`src/rtl/tbkt_pkg.sv`:
```
// Package for the keyed/tint tile blitter: constants, payload structs,
// register indexes and controller-datapath command types. No dependencies.
package tbkt_pkg;

    localparam int MAX_SCALE    = 16;
    localparam int ADDRESS_BITS = 24;

    localparam int TILE_MAX   = 64;
    localparam int MAP_MAX    = 256;
    localparam int TILE_IDX_W = 16;
    localparam int SC_W       = $clog2(MAX_SCALE + 1);

    localparam int PADDR_W = 5;
    localparam int PDATA_W = 32;

    // register indexes (paddr[4:2])
    localparam logic [2:0] REG_SCALE     = 3'd0;
    localparam logic [2:0] REG_TILE_W    = 3'd1;
    localparam logic [2:0] REG_TILE_H    = 3'd2;
    localparam logic [2:0] REG_MAP_W     = 3'd3;
    localparam logic [2:0] REG_TINT      = 3'd4;

    typedef struct packed {
        logic        mode;
        logic [15:0] tile_index;
        logic [31:0] pixel_value;
    } in_item_t;

    typedef struct packed {
        logic [23:0] address;
        logic [31:0] write_pixel;
        logic        last;
    } out_item_t;

    typedef struct packed {
        logic [4:0]  scale;
        logic [6:0]  tile_width;
        logic [6:0]  tile_height;
        logic [8:0]  map_width_tiles;
        logic [23:0] tint_color;
    } cfg_t;

    typedef enum logic [3:0] {
        OP_NONE,
        OP_LOAD,
        OP_DIV,
        OP_FBW,
        OP_STRIDE,
        OP_BAND,
        OP_ROWOFF,
        OP_BANDOFF,
        OP_TCOL,
        OP_TCOLSC,
        OP_EMIT,
        OP_ADV
    } op_t;

    typedef struct packed {
        op_t op;
    } cmd_t;

    typedef struct packed {
        logic opaque;
        logic last_loaded;
    } status_t;

endpackage

```
`src/rtl/tbkt_regs.sv`:
```
// APB-style configuration registers for the tile blitter.
// Depends on tbkt_pkg.
module tbkt_regs
    import tbkt_pkg::*;
(
    input  logic               aclk,
    input  logic               aresetn,
    input  logic               psel,
    input  logic               penable,
    input  logic               pwrite,
    input  logic [PADDR_W-1:0] paddr,
    input  logic [PDATA_W-1:0] pwdata,
    output logic [PDATA_W-1:0] prdata,
    output logic               pready,
    output cfg_t               cfg
);

    cfg_t       cfg_reg;
    cfg_t       cfg_next;
    logic [2:0] idx;

    assign idx    = paddr[4:2];
    assign pready = 1'b1;
    assign cfg    = cfg_reg;

    always_comb begin
        cfg_next = cfg_reg;
        if (psel && penable && pwrite) begin
            case (idx)
                REG_SCALE:  cfg_next.scale           = pwdata[4:0];
                REG_TILE_W: cfg_next.tile_width      = pwdata[6:0];
                REG_TILE_H: cfg_next.tile_height     = pwdata[6:0];
                REG_MAP_W:  cfg_next.map_width_tiles = pwdata[8:0];
                REG_TINT:   cfg_next.tint_color      = pwdata[23:0];
                default:    cfg_next = cfg_reg;
            endcase
        end
    end

    always_comb begin
        case (idx)
            REG_SCALE:  prdata = {27'd0, cfg_reg.scale};
            REG_TILE_W: prdata = {25'd0, cfg_reg.tile_width};
            REG_TILE_H: prdata = {25'd0, cfg_reg.tile_height};
            REG_MAP_W:  prdata = {23'd0, cfg_reg.map_width_tiles};
            REG_TINT:   prdata = {8'd0, cfg_reg.tint_color};
            default:    prdata = '0;
        endcase
    end

    always_ff @(posedge aclk) begin
        if (!aresetn) begin
            cfg_reg.scale           <= 5'd1;
            cfg_reg.tile_width      <= 7'd16;
            cfg_reg.tile_height     <= 7'd16;
            cfg_reg.map_width_tiles <= 9'd16;
            cfg_reg.tint_color      <= 24'h555555;
        end else begin
            cfg_reg <= cfg_next;
        end
    end

endmodule

```
`src/rtl/tbkt_ctrl.sv`:
```
// Sequencer for the tile blitter: walks one item through divide, address
// multiply steps, write burst and counter advance. Depends on tbkt_pkg.
module tbkt_ctrl
    import tbkt_pkg::*;
(
    input  logic    aclk,
    input  logic    aresetn,
    input  logic    s_valid,
    output logic    s_ready,
    input  status_t status,
    output cmd_t    cmd
);

    localparam int DIV_CNT_W = $clog2(TILE_IDX_W);

    typedef enum logic [3:0] {
        S_IDLE,
        S_DIV,
        S_FBW,
        S_STRIDE,
        S_BAND,
        S_ROWOFF,
        S_BANDOFF,
        S_TCOL,
        S_TCOLSC,
        S_EMIT,
        S_ADV
    } state_t;

    state_t               state_reg;
    logic [DIV_CNT_W-1:0] div_cnt_reg;

    assign s_ready = (state_reg == S_IDLE);

    always_comb begin
        case (state_reg)
            S_IDLE:    cmd.op = s_valid ? OP_LOAD : OP_NONE;
            S_DIV:     cmd.op = OP_DIV;
            S_FBW:     cmd.op = OP_FBW;
            S_STRIDE:  cmd.op = OP_STRIDE;
            S_BAND:    cmd.op = OP_BAND;
            S_ROWOFF:  cmd.op = OP_ROWOFF;
            S_BANDOFF: cmd.op = OP_BANDOFF;
            S_TCOL:    cmd.op = OP_TCOL;
            S_TCOLSC:  cmd.op = OP_TCOLSC;
            S_EMIT:    cmd.op = OP_EMIT;
            S_ADV:     cmd.op = OP_ADV;
            default:   cmd.op = OP_NONE;
        endcase
    end

    always_ff @(posedge aclk) begin
        if (!aresetn) begin
            state_reg   <= S_IDLE;
            div_cnt_reg <= '0;
        end else begin
            case (state_reg)
                S_IDLE: begin
                    div_cnt_reg <= '0;
                    if (s_valid) state_reg <= S_DIV;
                end
                S_DIV: begin
                    div_cnt_reg <= div_cnt_reg + 1'b1;
                    if (div_cnt_reg == DIV_CNT_W'(TILE_IDX_W - 1)) state_reg <= S_FBW;
                end
                S_FBW:     state_reg <= S_STRIDE;
                S_STRIDE:  state_reg <= S_BAND;
                S_BAND:    state_reg <= S_ROWOFF;
                S_ROWOFF:  state_reg <= S_BANDOFF;
                S_BANDOFF: state_reg <= S_TCOL;
                S_TCOL:    state_reg <= S_TCOLSC;
                S_TCOLSC:  state_reg <= status.opaque ? S_EMIT : S_ADV;
                S_EMIT: begin
                    if (status.last_loaded) state_reg <= S_ADV;
                end
                S_ADV:     state_reg <= S_IDLE;
                default:   state_reg <= S_IDLE;
            endcase
        end
    end

endmodule

```
`src/rtl/tbkt_dp.sv`:
```
// Datapath for the tile blitter: restoring divider, shared multiplier,
// address accumulator, tile counters and output register. Depends on tbkt_pkg.
module tbkt_dp
    import tbkt_pkg::*;
(
    input  logic      aclk,
    input  logic      aresetn,
    input  cfg_t      cfg,
    input  cmd_t      cmd,
    output status_t   status,
    input  in_item_t  s_data,
    output logic      m_valid,
    input  logic      m_ready,
    output out_item_t m_data
);

    localparam int AW = ADDRESS_BITS;

    // clamped configuration, captured per item
    logic [SC_W-1:0]       sc_reg;
    logic [6:0]            tw_reg;
    logic [6:0]            th_reg;
    logic [8:0]            mw_reg;

    logic [31:0]           value_reg;
    logic                  opaque_reg;

    logic [TILE_IDX_W-1:0] quot_reg;
    logic [7:0]            rem_reg;

    logic [AW-1:0]         fbw_reg;
    logic [AW-1:0]         stride_reg;
    logic [AW-1:0]         band_reg;
    logic [AW-1:0]         tmp_reg;
    logic [AW-1:0]         acc_reg;

    logic [5:0]            col_reg;
    logic [5:0]            row_reg;
    logic [SC_W-1:0]       k_reg;

    logic                  out_valid_reg;
    out_item_t             out_reg;

    logic [AW-1:0]         mul_a;
    logic [AW-1:0]         mul_b;
    logic [2*AW-1:0]       mul_full;
    logic [AW-1:0]         mul_lo;

    logic [8:0]            div_sh;
    logic                  div_ge;

    logic [SC_W-1:0]       sc_clamp;
    logic [6:0]            tw_clamp;
    logic [6:0]            th_clamp;
    logic [8:0]            mw_clamp;
    logic [23:0]           blend;

    logic                  emit_load;
    logic                  emit_last;
    logic [6:0]            col_inc;
    logic [6:0]            row_inc;

    // per-channel average with the tint color, top byte cleared
    function automatic logic [23:0] tint_avg(input logic [23:0] v, input logic [23:0] c);
        logic [8:0] r;
        logic [8:0] g;
        logic [8:0] b;
        r = {1'b0, v[23:16]} + {1'b0, c[23:16]};
        g = {1'b0, v[15:8]} + {1'b0, c[15:8]};
        b = {1'b0, v[7:0]} + {1'b0, c[7:0]};
        return {r[8:1], g[8:1], b[8:1]};
    endfunction

    always_comb begin
        if (cfg.scale == 5'd0)                         sc_clamp = SC_W'(1);
        else if ({27'd0, cfg.scale} > 32'(MAX_SCALE))  sc_clamp = SC_W'(MAX_SCALE);
        else                                           sc_clamp = SC_W'(cfg.scale);

        if (cfg.tile_width == 7'd0)                    tw_clamp = 7'd1;
        else if (cfg.tile_width > 7'(TILE_MAX))        tw_clamp = 7'(TILE_MAX);
        else                                           tw_clamp = cfg.tile_width;

        if (cfg.tile_height == 7'd0)                   th_clamp = 7'd1;
        else if (cfg.tile_height > 7'(TILE_MAX))       th_clamp = 7'(TILE_MAX);
        else                                           th_clamp = cfg.tile_height;

        if (cfg.map_width_tiles == 9'd0)               mw_clamp = 9'd1;
        else if (cfg.map_width_tiles > 9'(MAP_MAX))    mw_clamp = 9'(MAP_MAX);
        else                                           mw_clamp = cfg.map_width_tiles;
    end

    assign blend = tint_avg(s_data.pixel_value[23:0], cfg.tint_color);

    // one restoring divide step per cycle
    assign div_sh = {rem_reg, quot_reg[TILE_IDX_W-1]};
    assign div_ge = (div_sh >= mw_reg);

    // shared multiplier, operands picked by the current step
    always_comb begin
        case (cmd.op)
            OP_FBW: begin
                mul_a = AW'(mw_reg);
                mul_b = AW'(tw_reg);
            end
            OP_STRIDE: begin
                mul_a = fbw_reg;
                mul_b = AW'(sc_reg);
            end
            OP_BAND: begin
                mul_a = stride_reg;
                mul_b = AW'(th_reg);
            end
            OP_ROWOFF: begin
                mul_a = AW'(row_reg);
                mul_b = stride_reg;
            end
            OP_BANDOFF: begin
                mul_a = AW'(quot_reg);
                mul_b = band_reg;
            end
            OP_TCOL: begin
                mul_a = AW'(rem_reg);
                mul_b = AW'(tw_reg);
            end
            OP_TCOLSC: begin
                mul_a = tmp_reg;
                mul_b = AW'(sc_reg);
            end
            default: begin
                mul_a = '0;
                mul_b = '0;
            end
        endcase
    end

    assign mul_full = mul_a * mul_b;
    assign mul_lo   = mul_full[AW-1:0];

    assign emit_load = (cmd.op == OP_EMIT) && (!out_valid_reg || m_ready);
    assign emit_last = (k_reg == sc_reg - 1'b1);

    assign col_inc = {1'b0, col_reg} + 7'd1;
    assign row_inc = {1'b0, row_reg} + 7'd1;

    assign status.opaque      = opaque_reg;
    assign status.last_loaded = emit_load && emit_last;

    assign m_valid = out_valid_reg;
    assign m_data  = out_reg;

    // control state
    always_ff @(posedge aclk) begin
        if (!aresetn) begin
            out_valid_reg <= 1'b0;
            col_reg       <= '0;
            row_reg       <= '0;
        end else begin
            if (emit_load)    out_valid_reg <= 1'b1;
            else if (m_ready) out_valid_reg <= 1'b0;

            if (cmd.op == OP_ADV) begin
                if (col_inc >= tw_reg) begin
                    col_reg <= '0;
                    if (row_inc >= th_reg) row_reg <= '0;
                    else                   row_reg <= row_inc[5:0];
                end else begin
                    col_reg <= col_inc[5:0];
                end
            end
        end
    end

    // payload and working registers
    always_ff @(posedge aclk) begin
        case (cmd.op)
            OP_LOAD: begin
                sc_reg     <= sc_clamp;
                tw_reg     <= tw_clamp;
                th_reg     <= th_clamp;
                mw_reg     <= mw_clamp;
                quot_reg   <= s_data.tile_index;
                rem_reg    <= '0;
                k_reg      <= '0;
                value_reg  <= s_data.mode ? {8'd0, blend} : s_data.pixel_value;
                opaque_reg <= s_data.mode || (s_data.pixel_value[31:24] != 8'd0);
            end
            OP_DIV: begin
                quot_reg <= {quot_reg[TILE_IDX_W-2:0], div_ge};
                rem_reg  <= div_ge ? 8'(div_sh - mw_reg) : div_sh[7:0];
            end
            OP_FBW:     fbw_reg    <= mul_lo;
            OP_STRIDE:  stride_reg <= mul_lo;
            OP_BAND:    band_reg   <= mul_lo;
            OP_ROWOFF:  acc_reg    <= mul_lo;
            OP_BANDOFF: acc_reg    <= acc_reg + mul_lo;
            OP_TCOL:    tmp_reg    <= mul_lo + AW'(col_reg);
            OP_TCOLSC:  acc_reg    <= acc_reg + mul_lo;
            OP_EMIT: begin
                if (emit_load) begin
                    out_reg.address     <= 24'(acc_reg + AW'(k_reg));
                    out_reg.write_pixel <= value_reg;
                    out_reg.last        <= emit_last;
                    k_reg               <= k_reg + 1'b1;
                end
            end
            default: begin
            end
        endcase
    end

endmodule

```
`src/rtl/tile_blit_keyed_tint.sv`:
```
// Top level of the keyed/tint tile blitter: config registers, sequencer
// and datapath. Depends on tbkt_pkg, tbkt_regs, tbkt_ctrl, tbkt_dp.
//
//  channel   dir  handshake               payload
//  s_        in   s_valid / s_ready       in_item_t  {mode, tile_index, pixel_value}
//  m_        out  m_valid / m_ready       out_item_t {address, write_pixel, last}
//  apb       in   psel, penable, pwrite   paddr[4:2] = register index, pwdata / prdata
//
// One item at a time: accept, the bit-serial tile/map divide, the address
// steps on the shared multiplier, then scale write transfers (one per
// cycle unless m_ready stalls) and one counter update. A transparent copy
// skips the write transfers. Reset (aresetn low, synchronous) restores
// register defaults, zeroes the column/row counters and drops m_valid.
// m_ready low holds the output register and the burst; for an item that
// writes, s_ready rises again only after the last transfer has been
// loaded into the output register.
module tile_blit_keyed_tint
    import tbkt_pkg::*;
(
    input  logic               aclk,
    input  logic               aresetn,

    input  logic               s_valid,
    output logic               s_ready,
    input  in_item_t           s_data,

    output logic               m_valid,
    input  logic               m_ready,
    output out_item_t          m_data,

    input  logic               psel,
    input  logic               penable,
    input  logic               pwrite,
    input  logic [PADDR_W-1:0] paddr,
    input  logic [PDATA_W-1:0] pwdata,
    output logic [PDATA_W-1:0] prdata,
    output logic               pready
);

    cfg_t    cfg;
    cmd_t    cmd;
    status_t status;

    // register file; the user must write it only while no item is in flight, nothing in the block enforces this
    tbkt_regs u_regs (
        .aclk    (aclk),
        .aresetn (aresetn),
        .psel    (psel),
        .penable (penable),
        .pwrite  (pwrite),
        .paddr   (paddr),
        .pwdata  (pwdata),
        .prdata  (prdata),
        .pready  (pready),
        .cfg     (cfg)
    );

    // step sequencer; owns s_ready
    tbkt_ctrl u_ctrl (
        .aclk    (aclk),
        .aresetn (aresetn),
        .s_valid (s_valid),
        .s_ready (s_ready),
        .status  (status),
        .cmd     (cmd)
    );

    // arithmetic, counters and the output register
    tbkt_dp u_dp (
        .aclk    (aclk),
        .aresetn (aresetn),
        .cfg     (cfg),
        .cmd     (cmd),
        .status  (status),
        .s_data  (s_data),
        .m_valid (m_valid),
        .m_ready (m_ready),
        .m_data  (m_data)
    );

endmodule

```
`config.mk`:
```
export PLATFORM = sky130hd
export DESIGN_NAME = tile_blit_keyed_tint
export DESIGN_NICKNAME = d
export VERILOG_FILES = /design/src/rtl/tbkt_pkg.sv /design/src/rtl/tbkt_regs.sv /design/src/rtl/tbkt_ctrl.sv /design/src/rtl/tbkt_dp.sv /design/src/rtl/tile_blit_keyed_tint.sv
export SDC_FILE = /design/constraint.sdc
export NUM_CORES = 1
export LEC_CHECK = 0
export BUFFER_PORTS_ARGS = -buffer_cell sky130_fd_sc_hd__buf_2
export CAP_MARGIN = 20
export CORE_AREA = 10 10 175 340
export CTS_BUF_LIST = sky130_fd_sc_hd__clkbuf_4 sky130_fd_sc_hd__clkbuf_8
export CTS_CLUSTER_SIZE = 12
export DETAILED_ROUTE_END_ITERATION = 7
export DIE_AREA = 0 0 185 350
export PLACE_DENSITY = 0.67
export SYNTH_ARGS = -nofsm -noshare
export SYNTH_HDL_FRONTEND = slang
export SYNTH_SLANG_ARGS = --single-unit
```
`constraint.sdc`:
```
create_clock -name aclk -period 13 [get_ports aclk]
set_input_delay 1.95 -clock aclk [delete_from_list [all_inputs] [get_ports aclk]]
set_output_delay 1.95 -clock aclk [all_outputs]
set_load 0.05 [all_outputs]
```
==> After elaboration in Yosys (flattened, before gate mapping) <==
Cells that the tools add are included.
Widths: inputs -> output; s select.
{ "op_classes": {"n_lt_le_gt_ge": 7, "reduce_logical": 35, "mul": 1, "n_mux": 26, "add_sub_neg": 12, "eq_ne": 31} }
{ "op_table": {"columns": ["op", "count"], "rows": [
  ["$pmux 24 s5", 2],
  ["$pmux 24 s7", 1],
  ["$pmux 24 s2", 1],
  ["$pmux 4 s11", 1],
  ["$pmux 4 s10", 1],
  ["$eq 4x3->1 const B", 8],
  ["$eq 4x4->1 const B", 8],
  ["$pmux 16 s2", 1],
  ["$add 8x8->9", 3],
  ["$add 24x24->24", 1],
  ["$add 24x5->24", 1],
  ["$add 24x6->24", 1],
  ["$mul 24x24->24", 1],
  ["$mux 24", 1],
  ["$eq 4x2->1 const B", 4],
  ["$pmux 8 s2", 1],
  ["$reduce_and 2->1", 8],
  ["$add 6x1->7 const B", 2],
  ["$ge 7x7->1", 2],
  ["$gt 7x7->1 const B", 2],
  ["$logic_not 7->1", 2],
  ["$mux 7", 2],
  ["$reduce_or 2->1", 7],
  ["$mux 4", 3],
  ["other kinds (32)", 48]
]} }
{ "word_totals": {"inputBits": 93, "output_inout_bits": 92, "word_cells": 144, "register_bits": 340} }

==> Longest topological paths before layout <==
Gate-level depths: netlist of the first run.
{ "depth": {"depth_word": 8, "ltp_mapped": 39, "depth_no_buf": 35} }

==> Hierarchy <==
A second synthesis of the first run with hierarchy kept.
{ "unflattened": {"hier_cells": 2684, "hier_area_um2": 26847.0} }
{ "modules_own_cells": {"columns": ["mod", "cells_per_inst", "area_per_inst_um2", "instances", "seq_area_each_um2"], "rows": [
  ["tbkt_dp", 2336, 23765.3, 1, 8277.9],
  ["tbkt_regs", 287, 2607.5, 1, 1041.0],
  ["tbkt_ctrl", 61, 474.2, 1, 160.2]
]} }

==> Least setup slack after synthesis of the first run <==
Ideal clock, no wire load.
{ "synth_path": {"path_type": "register to register", "startpoint": "register u_ctrl.state_reg[0]", "endpoint": "register u_dp.acc_reg[23] (data pin)", "n_path_buf": 3, "arrival_time_ps": 9286, "stages_incl_launch_ff": 35, "setup_ps": 258, "slack_ps": 3457, "period_less_slack_ps": 9543, "t_required_ps": 12742, "path_cell_list": "dfxtp_1 buf_6 buf_6 nor4b_2 nand2_1 nand3_2 clkbuf_1 nand2_1 fa_1 inv_1 fa_1 inv_1 fa_1 fa_1 inv_1 ha_1 fa_1 inv_1 fa_1 inv_1 ha_1 a211oi_1 inv_1 o21ai_0 a31oi_1 or4b_2 nand3_1 ha_1 and3_1 and2_1 a21oi_1 a21oi_1 xnor2_1 nor2_1 xnor2_1"} }
{ "synth_between": {"elab_chain_cells": 8, "word_cells_on_any_way": 27, "classes_between": "add/sub (1); mul (1); eq/ne (17); mux (4); reduce/logical (4)"} }
{ "synth_rtl": {"columns": ["item", "line", "text"], "rows": [
  ["start, declared", "tbkt_ctrl.sv:30", "state_t state_reg;"],
  ["start signal, assigned", "tbkt_ctrl.sv:72", "S_TCOLSC: state_reg <= status.opaque ? S_EMIT : S_ADV;"],
  ["$eq 4x4->1 (tied with other cells)", "tbkt_ctrl.sv:36", "case (state_reg)"],
  ["$pmux 4 s11 (*)", "tbkt_ctrl.sv:36", null],
  ["$eq 4x3->1 (tied with other cells)", "tbkt_dp.sv:100", "case (cmd.op)"],
  ["$reduce_or 2->1 (no source line)", null, null],
  ["$pmux 24 s5", "tbkt_dp.sv:100", null],
  ["$mul 24x24->24 (*)", "tbkt_dp.sv:136", "assign mul_full = mul_a * mul_b;"],
  ["via u_dp.mul_full[19]", "tbkt_dp.sv:46", "logic [2*AW-1:0] mul_full;"],
  ["$add 24x24->24 (*)", "tbkt_dp.sv:195, tbkt_dp.sv:197", null],
  ["$pmux 24 s2 (*)", "tbkt_dp.sv:175", "case (cmd.op)"],
  ["end signal, assigned", "tbkt_dp.sv:194", "OP_ROWOFF: acc_reg <= mul_lo;"],
  ["end signal, assigned", "tbkt_dp.sv:195", "OP_BANDOFF: acc_reg <= acc_reg + mul_lo;"],
  ["end signal, assigned", "tbkt_dp.sv:197", "OP_TCOLSC: acc_reg <= acc_reg + mul_lo;"],
  ["end, declared", "tbkt_dp.sv:35", "logic [AW-1:0] acc_reg;"]
]} }
The timed path passes the listed nets; every way through them passes the cells marked *.
A chain may end at the register's enable or synchronous reset.

==> Worst setup path after layout of the first run <==
{ "layout_path": {"startpoint": "register u_ctrl.state_reg[0]", "endpoint": "register u_dp.acc_reg[22] (data pin)"} }
{ "layout_between": {"elab_chain_cells": 8, "word_cells_on_any_way": 27, "classes_between": "add/sub (1); mul (1); eq/ne (17); mux (4); reduce/logical (4)"} }
{ "layout_rtl": {"columns": ["item", "line"], "rows": [
  ["$eq 4x4->1 (tied with other cells)", "tbkt_ctrl.sv:36"],
  ["$pmux 4 s11 (*)", "tbkt_ctrl.sv:36"],
  ["$eq 4x3->1 (tied with other cells)", "tbkt_dp.sv:100"],
  ["$reduce_or 2->1 (no source line)", null],
  ["$pmux 24 s5", "tbkt_dp.sv:100"],
  ["$mul 24x24->24 (*)", "tbkt_dp.sv:136"],
  ["via u_dp.mul_full[22]", "tbkt_dp.sv:46"],
  ["$add 24x24->24", "tbkt_dp.sv:195, tbkt_dp.sv:197"],
  ["$pmux 24 s2 (*)", "tbkt_dp.sv:175"]
]} }
Marked as above.

==> results of run 1 <==
==> worst max-delay path, delay by kind of cell (launching register included) <==
kind | cells | cell delay (ps)
fa+ha+maj | 9 | 3990
simple gates | 3 | 1160
buf+inv | 6 | 590
xor+xnor | 2 | 990
flops | 1 | 850
compound gates | 8 | 3500
==> cells in the mapped netlist (4+ instances only) <==
cell type  number
a211o_1         5
a211oi_1        8
a21o_1         39
a21oi_1       116
a221o_1         4
a22o_1         20
a22oi_1        42
a31oi_1        10
and2_1         77
and3_1         15
buf_2           6
buf_4          19
buf_6           5
clkbuf_1       77
dfxtp_1        73
edfxtp_1      267
fa_1          220
ha_1          171
inv_1         374
mux2_2         24
mux2i_1        56
nand2_1       411
nand2b_1       17
nand3_1        56
nand4_1         9
nor2_1        140
nor2b_1        46
nor3_1         24
nor4_1          5
o21a_1         10
o21ai_0        59
o21ai_1         4
o21bai_1       14
o22ai_1         7
o31ai_1         6
or2_2           4
or3_1           9
or3b_2          4
xnor2_1       109
xor2_1         44
==> layout make-up <==
cell class / instances / area (µm²) / share of cell area
inverters: 377 / 1420 / 0.0485
flip-flops and latches: 340 / 9480 / 0.325
repair buffers: 210 / 1180 / 0.0406
clock buffers: 72 / 878 / 0.0301
clock inverters: 11 / 83.8 / 0.00287
multi-input cells: 1860 / 15300 / 0.524
diodes: 1 / 2.50 / 0.0000858
well taps: 676 / 846 / 0.0290
==> layout by cell type, fill, tap and decap left out, types with 46 or more instances in the layout <==
cell	Yosys	routed
mux2i_1	56	56
edfxtp_1	267	267
inv_1	374	373
o21ai_0	59	58
nand2_1	411	411
xnor2_1	109	109
buf_2	6	165
fa_1	220	220
dfxtp_1	73	73
nand3_1	56	56
nor2_1	140	136
ha_1	171	171
nor2b_1	46	46
a21oi_1	116	116
and2_1	77	77
clkbuf_8	0	54
==> logic make-up after synthesis <==
group / Yosys count
AND/OR/NAND/NOR: 847
buffers and inverters: 485
adder cells (fa/ha/maj): 391
AO/OA/AOI/OAI: 378
flip-flops: 340
XOR/XNOR: 155
multiplexers: 80
other: 2
==> through the flow <==
step	hold slack, ps	cells	setup slack (ps)	cell area, µm²
after CTS	411	3545	1980	29100
after floorplan	400	2685	3460	26600
final	412	3547	1750	29200
after detailed placement	405	3462	2050	28200
after global placement	400	3462	2150	28200
after global routing	421	3547	1470	29200
==> worst paths after layout <==
kind | start | to | slack (ps) | depth (start not counted)
max | u_ctrl.state_reg[0]$_SDFFE_PN0P_ | u_dp.acc_reg[22]$_DFFE_PP_ | 1750 | 28
min | u_dp.value_reg[12]$_DFFE_PP_ | u_dp.m_data[13]$_DFFE_PP_ | 410 | 0
max reg2reg | u_ctrl.state_reg[0]$_SDFFE_PN0P_ | u_dp.acc_reg[22]$_DFFE_PP_ | 1750 | 28
min reg2reg | u_dp.value_reg[12]$_DFFE_PP_ | u_dp.m_data[13]$_DFFE_PP_ | 410 | 0
==> power by group through the flow <==
stage | Clock, mW | Sequential [mW] | Combinational [mW]
after detailed placement | 0 | 1.29 | 0.304
after floorplan | 0 | 1.26 | 0.211
after global routing | 0.927 | 1.26 | 0.337
after CTS | 0.890 | 1.26 | 0.306
after global placement | 0 | 1.28 | 0.295
final | 0.867 | 1.26 | 0.307
==> layer usage <==
| metal | part of all wire | track usage |
|---|---|---|
| met1 | 0.31 | 0.219 |
| met2 | 0.54 | 0.457 |
| met3 | 0.050 | 0.0395 |
| met4 | 0.10 | 0.224 |
| met5 | 0 | 0 |
==> reports/qor.tcl, run 1 <==
set qor(status) {finished, final reports clean}
set qor(fin_skew_ps) 40.4
set qor(number_of_antenna_violations_at_the_first_check_in_global_routing) 1
set qor(final_min_period_over_clock_period) 0.866
set qor(synthesis.instances) 2678
set qor(final_core_util) 0.538
set qor(crit_fanout) 16
set qor(groute.usage.overall) 0.245
set qor(pnr_total_power_mw) 2.44
set qor(detail_route.first_pass.iterations) 5
set qor(worst_slew_margin_rel) 0.192
set qor(die_y_um) 350
set qor(ctsRootBufferMaster) {clkbuf_8}
set qor(postCtsSetupBuffers) 0
set qor(synth_top_cell_area_share) 0.301
set qor(syn2layout_area_growth_pct) 9.66
set qor(cell_type_with_the_highest_occurrence_count_on_the_critical_path) {fa_1}
set qor(fmaxAchievable_mhz) 88.9
set qor(worst-setup-path-type) {flip-flop to flip-flop}
set qor(post_drt_wl_per_cell_um) 22.2
set qor(synth_top_family_by_area) {adder cells}
set qor(coreArea_mm2) 0.0542
set qor(power.share.combinational) 0.126
set qor(drive_above_1_share) 0.122
set qor(globalRouteOverflowTotal) 0
set qor(max-clock-path-buffers) 3
set qor(grt_max_degree) 62
set qor(postRouteWirelength_um) 78600
set qor(max-vdd-ir-drop_mv) 0.131
set qor(globalplace.congestion) 0.934
set qor(largest_register_ffs) 57
set qor(crit_path_start_kind) {flip-flop}
set qor(initial_core_util) 0.491
set qor(power_leakage_nw) 12.6
set qor(synth_simple_gate_area_share) 0.148
set qor(synth_flop_cell) {edfxtp_1}
set qor(synth.mux.area_fraction) 0.0312
set qor(fp.dieArea_mm2) 0.0648
set qor(clock_tree.htree_level_count) 2
set qor(synth-warning-count) 0
set qor(p_per_area_mw_per_mm2) 83.5
set qor(ctsResizeCount) 0
set qor(synthDominantAreaCellType) {edfxtp_1}
set qor(cts_hold_buffers) 0
set qor(finalNetCount) 3320
set qor(critical_path_arrival_ps) 11720
set qor(fillerInstances) 4901
set qor(tightest_slew_ps) 1210
set qor(internal_power_mw) 1.78
set qor(seq_power_share) 0.518
set qor(hold_viol_final) 0
set qor(dieWidth_um) 185
set qor(async_reset_ff_frac) 0
set qor(compound_cell_area_share_of_the_yosys_netlist) 0.0935
set qor(clkSlewWorstSetupHoldPaths_ps) 80
set qor(routed_via_density) 5.64
set qor(ys_ff_latch) 340
set qor(timing.final.setup_violations) 0
set qor(num_vias) 20000
set qor(post-dp-hpwl_um) 61700
set qor(antenna_left) 0
set qor(fp-row-count) 121
set qor(numPortBuffers) 165
set qor(yosys.area_share.xor_xnor) 0.0521
set qor(synth_enable_flop_cells) 267
set qor(tritoncts.num_buffers) 47
set qor(clock_tree_from_tritoncts) {built}
set qor(drc) 0
set qor(grt_pass1_wl_um) 121000
set qor(layout_min_cycle_time_ps) 11250
set qor(power_switching_share) 0.271
set qor(synth_cell_types) 85
set qor(syn-mean-instance-area_um2) 9.93
set qor(worst_hold_path_type) {flip-flop to flip-flop}
set qor(syn_area_mm2) 0.0266
set qor(critPathCaptureType) {flip-flop}
set qor(grt_setup_unrepaired) {false}
set qor(crit_path_max_incr_delay_ps) 950
set qor(clock_sink_count) 340
set qor(clock_latency_on_the_worst_skew_pair_ps) 620
set qor(slowest_cell_on_the_critical_path) {nor2b_1}
set qor(post_synth_main_area_contributors) {edfxtp_1 (30%), fa_1 (17%), ha_1 (8.0%), nand2_1 (5.8%), dfxtp_1 (5.5%)}
set qor(tns_ps) 0
set qor(max-cap-violations) 0
set qor(drt-initial-drc-count) 1050
set qor(netSwitchingPower_uw) 660
set qor(timing.final.max_slew_violations) 0
set qor(ios) 185
set qor(clock_power_share) 0.356
set qor(synth-adder-area-share) 0.246
set qor(critPathRequiredTime_ps) 13470
set qor(number_of_global_route_vias_before_repair) 21800
set qor(ys_seq_area_frac) 0.356
Power figures use the tool's default switching activity.
==> inputs of run 2 (changes only) <==
- BUFFER_PORTS_ARGS: -buffer_cell sky130_fd_sc_hd__buf_2 -> -buffer_cell sky130_fd_sc_hd__clkbuf_2
- CORE_AREA: 10 10 175 340 -> 10 10 175 341
- DIE_AREA: 0 0 185 350 -> 0 0 185 351
- PLACE_DENSITY: 0.67 -> 0.68
- SYNTH_HIERARCHICAL: unset -> 1
==> reports/qor.tcl, run 2 <==
set qor(post-synth-top-count-cell) {inv_1}
set qor(groute.usage.overall) 0.255 ;# +0.00994
set qor(grt_pass1_wl_um) 125000 ;# +3.5%
set qor(synth.mux.area_fraction) 0.0373 ;# +0.00610
set qor(worst-setup-path-type) {input pin to flip-flop}
set qor(grt_setup_unrepaired) {false}
set qor(multi_input_area_mm2) 0.0154 ;# +0.79%
set qor(numPortBuffers) 165 ;# unchanged
set qor(hold_viol_final) 0 ;# unchanged
set qor(clock_tree.htree_level_count) 2 ;# unchanged
set qor(fillerInstances) 4844 ;# -1.2%
set qor(ctsResizeCount) 0 ;# unchanged
set qor(initial_core_util) 0.495 ;# +0.00448
set qor(ctsRootBufferMaster) {clkbuf_8}
set qor(slowest_cell_on_the_critical_path) {fa_1}
set qor(power.share.combinational) 0.133 ;# +0.007
set qor(ys_ff_latch) 340 ;# unchanged
set qor(worst_hold_margin_ps) 412 ;# -0.646 ps
set qor(worst_slew_margin_rel) 0.319 ;# +0.127
set qor(detail_route.wirelength.met1_um) 24300 ;# about the same
set qor(synth_enable_flop_cells) 267 ;# unchanged
set qor(num_vias) 20400 ;# +2.0%
set qor(critPathRequiredTime_ps) 13360 ;# -110 ps
set qor(crit_fanout) 17 ;# +1
set qor(synth_common_cells) {inv_1 (400), nand2_1 (396), edfxtp_1 (267), fa_1 (220), ha_1 (171)}
set qor(max-cap-violations) 0 ;# unchanged
set qor(number_of_global_route_vias_before_repair) 22600 ;# +3.2%
set qor(post_synth_main_area_contributors) {edfxtp_1 (30%), fa_1 (16%), ha_1 (8.0%), inv_1 (5.6%), nand2_1 (5.5%)}
set qor(finish.instance_area_mm2) 0.0297 ;# +1.6%
set qor(globalplace.congestion) 0.961 ;# +2.9%
set qor(regArea_mm2) 0.00948 ;# unchanged
set qor(postCtsSetupBuffers) 0 ;# unchanged
set qor(synthDominantAreaCellType) {edfxtp_1}
set qor(detail_route.first_pass.iterations) 5 ;# unchanged
set qor(crit_path_start_kind) {input pin}
set qor(dieWidth_um) 185 ;# unchanged
set qor(crit_path_max_incr_delay_ps) 700 ;# -250 ps
set qor(synth_cell_types) 85 ;# unchanged
set qor(met3_length_um) 4350 ;# +11%
set qor(critical_path_arrival_ps) 12280 ;# +560 ps
set qor(internal_power_mw) 1.78 ;# +0.23%
set qor(synthesis.instances) 2684 ;# +0.22%
set qor(tritoncts.num_buffers) 46 ;# -2.1%
set qor(postRouteWirelength_um) 82400 ;# +4.9%
set qor(clock_power_share) 0.356 ;# about the same
set qor(worst_hold_path_type) {flip-flop to flip-flop}
set qor(fp.dieArea_mm2) 0.0649 ;# +0.29%
set qor(coreArea_mm2) 0.0542 ;# unchanged
set qor(drt-initial-drc-count) 1003 ;# -4.5%
set qor(globalRouteOverflowTotal) 0 ;# unchanged
set qor(yosys.area_share.xor_xnor) 0.0535 ;# +0.00135
set qor(netSwitchingPower_uw) 672 ;# +1.8%
set qor(power_switching_share) 0.274 ;# +0.00304
set qor(max-vdd-ir-drop_mv) 0.0864 ;# -34%
set qor(synth-adder-area-share) 0.244 ;# -0.00222
set qor(clock_sink_count) 340 ;# unchanged
set qor(synth_top_family_by_area) {adder cells}
set qor(routed_via_density) 5.70 ;# +1.0%
set qor(tightest_slew_ps) 1020 ;# -192 ps
set qor(antenna_left) 0 ;# unchanged
set qor(synth_flop_cell) {edfxtp_1}
set qor(timing.final.max_slew_violations) 0 ;# unchanged
set qor(maxUsedRoutingLayer) {met4}
set qor(die_y_um) 351 ;# +0.29%
set qor(drive_above_1_share) 0.135 ;# +0.0126
set qor(ys_seq_area_frac) 0.353 ;# -0.00322
set qor(grt_max_degree) 84 ;# +35%
set qor(final_core_util) 0.547 ;# +0.00887
set qor(clkSlewWorstSetupHoldPaths_ps) 70 ;# about the same
set qor(met2_wirelength_from_detailed_routing_um) 44400 ;# +5.4%
set qor(status) {finished, final reports clean}
set qor(fp-row-count) 121 ;# unchanged
set qor(fin_skew_ps) 28.8 ;# -11.6 ps
set qor(syn_area_mm2) 0.0268 ;# +0.91%
set qor(seq_power_share) 0.511 ;# -0.007
set qor(synth_top_cell_area_share) 0.299 ;# -0.00272
set qor(syn2layout_area_growth_pct) 10.5
set qor(clock_tree_from_tritoncts) {built}
set qor(post_drt_wl_per_cell_um) 23.0 ;# +3.9%
set qor(ios) 185 ;# unchanged
set qor(p_per_area_mw_per_mm2) 82.7 ;# -0.98%
set qor(synth_simple_gate_area_share) 0.146 ;# -0.00134
set qor(power_leakage_nw) 13.1 ;# +3.5%
set qor(placedInstanceArea_mm2) 0.0287 ;# +1.7%
set qor(drc) 0 ;# unchanged
set qor(final_min_period_over_clock_period) 0.917 ;# +0.0513
set qor(largest_register_ffs) 57 ;# unchanged
set qor(worst_reg_to_reg_setup_slack_ps) 1390 ;# -360 ps
set qor(max-clock-path-buffers) 3 ;# unchanged
set qor(tns_ps) 0 ;# unchanged
set qor(timing.final.setup_violations) 0 ;# unchanged
set qor(layout_commonest_cell) {inv_1}
set qor(pnr_total_power_mw) 2.45 ;# +0.65%
set qor(syn-mean-instance-area_um2) 10.0 ;# +0.69%
set qor(critPathCaptureType) {flip-flop}
set qor(clock_latency_on_the_worst_skew_pair_ps) 640 ;# +20 ps
set qor(cts_hold_buffers) 0 ;# unchanged
set qor(mostFrequentLayoutCells) {inv_1 (399), nand2_1 (396), edfxtp_1 (267)}
set qor(async_reset_ff_frac) 0 ;# unchanged
set qor(finalNetCount) 3352 ;# +0.96%
set qor(synth-warning-count) 6 ;# +6
set qor(fmaxAchievable_mhz) 83.9 ;# -5.6%
set qor(layout_min_cycle_time_ps) 11920 ;# +667 ps
set qor(compound_cell_area_share_of_the_yosys_netlist) 0.0888 ;# -0.00476
set qor(post-dp-hpwl_um) 65300 ;# +5.9%
set qor(number_of_antenna_violations_at_the_first_check_in_global_routing) 1 ;# unchanged
## run 2: final timing paths
kind | cells past startpoint | endpoint | startpoint
worst min register to register | 0 | u_dp/m_data[13]$_DFFE_PP_ | u_dp/value_reg[12]$_DFFE_PP_
worst max register to register | 34 | u_dp/acc_reg[23]$_DFFE_PP_ | u_ctrl/state_reg[3]$_SDFFE_PN0P_
worst max-delay path | 39 | u_dp/acc_reg[23]$_DFFE_PP_ | s_valid
worst min-delay path | 0 | u_dp/m_data[13]$_DFFE_PP_ | u_dp/value_reg[12]$_DFFE_PP_
## run 2: cell type report
cell class                      instances  share of cell area
Sequential cell                       340               0.320
Clock buffer                           68              0.0278
Clock inverter                         17             0.00456
Antenna cell                            1           0.0000844
Timing Repair Buffer                  247              0.0493
Multi-Input combinational cell       1833               0.519
Tap cell                              676              0.0285
Inverter                              400              0.0506
## run 2: kinds of logic (layout without fill, tap and decap cells)
kind of cell	after synthesis	in the layout
compound gates	361	361
xor+xnor	159	159
fa+ha+maj	391	391
buf+inv	518	732
flops	340	340
mux	97	97
other cells	2	10
simple gates	816	816
## run 2: worst max-delay path: cells and delay by family
family,cells,cell delay (ps)
xor gates and xnor gates,2,550
and+or+nand+nor,8,2170
muxes,1,160
buffers and inverters,9,1030
AOI/OAI and AO/OA,10,2200
adders and majority gates,9,4210
## run 2: per-stage QoR
| step | cells | worst slack [ps] |
|---|---|---|
| after floorplan | 2691 | 685 |
| after global placement | 3494 | 1030 |
| after detailed placement | 3495 | 614 |
| after CTS | 3580 | 1260 |
| after global routing | 3582 | 413 |
| final | 3582 | 1080 |
## run 2: layer usage
layer	global-route usage	up-vias
met5	0	-
met4	0.252	0
met3	0.0450	396
met2	0.480	797
met1	0.213	10000
li1	-	9213
## run 2: power groups by stage
stage	clock network (mW)	registers (mW)	logic, mW
floorplan	0	1.25	0.215
global placement	0	1.28	0.308
detailed placement	0	1.28	0.319
CTS	0.892	1.25	0.321
global route	0.930	1.25	0.353
finish	0.872	1.25	0.327
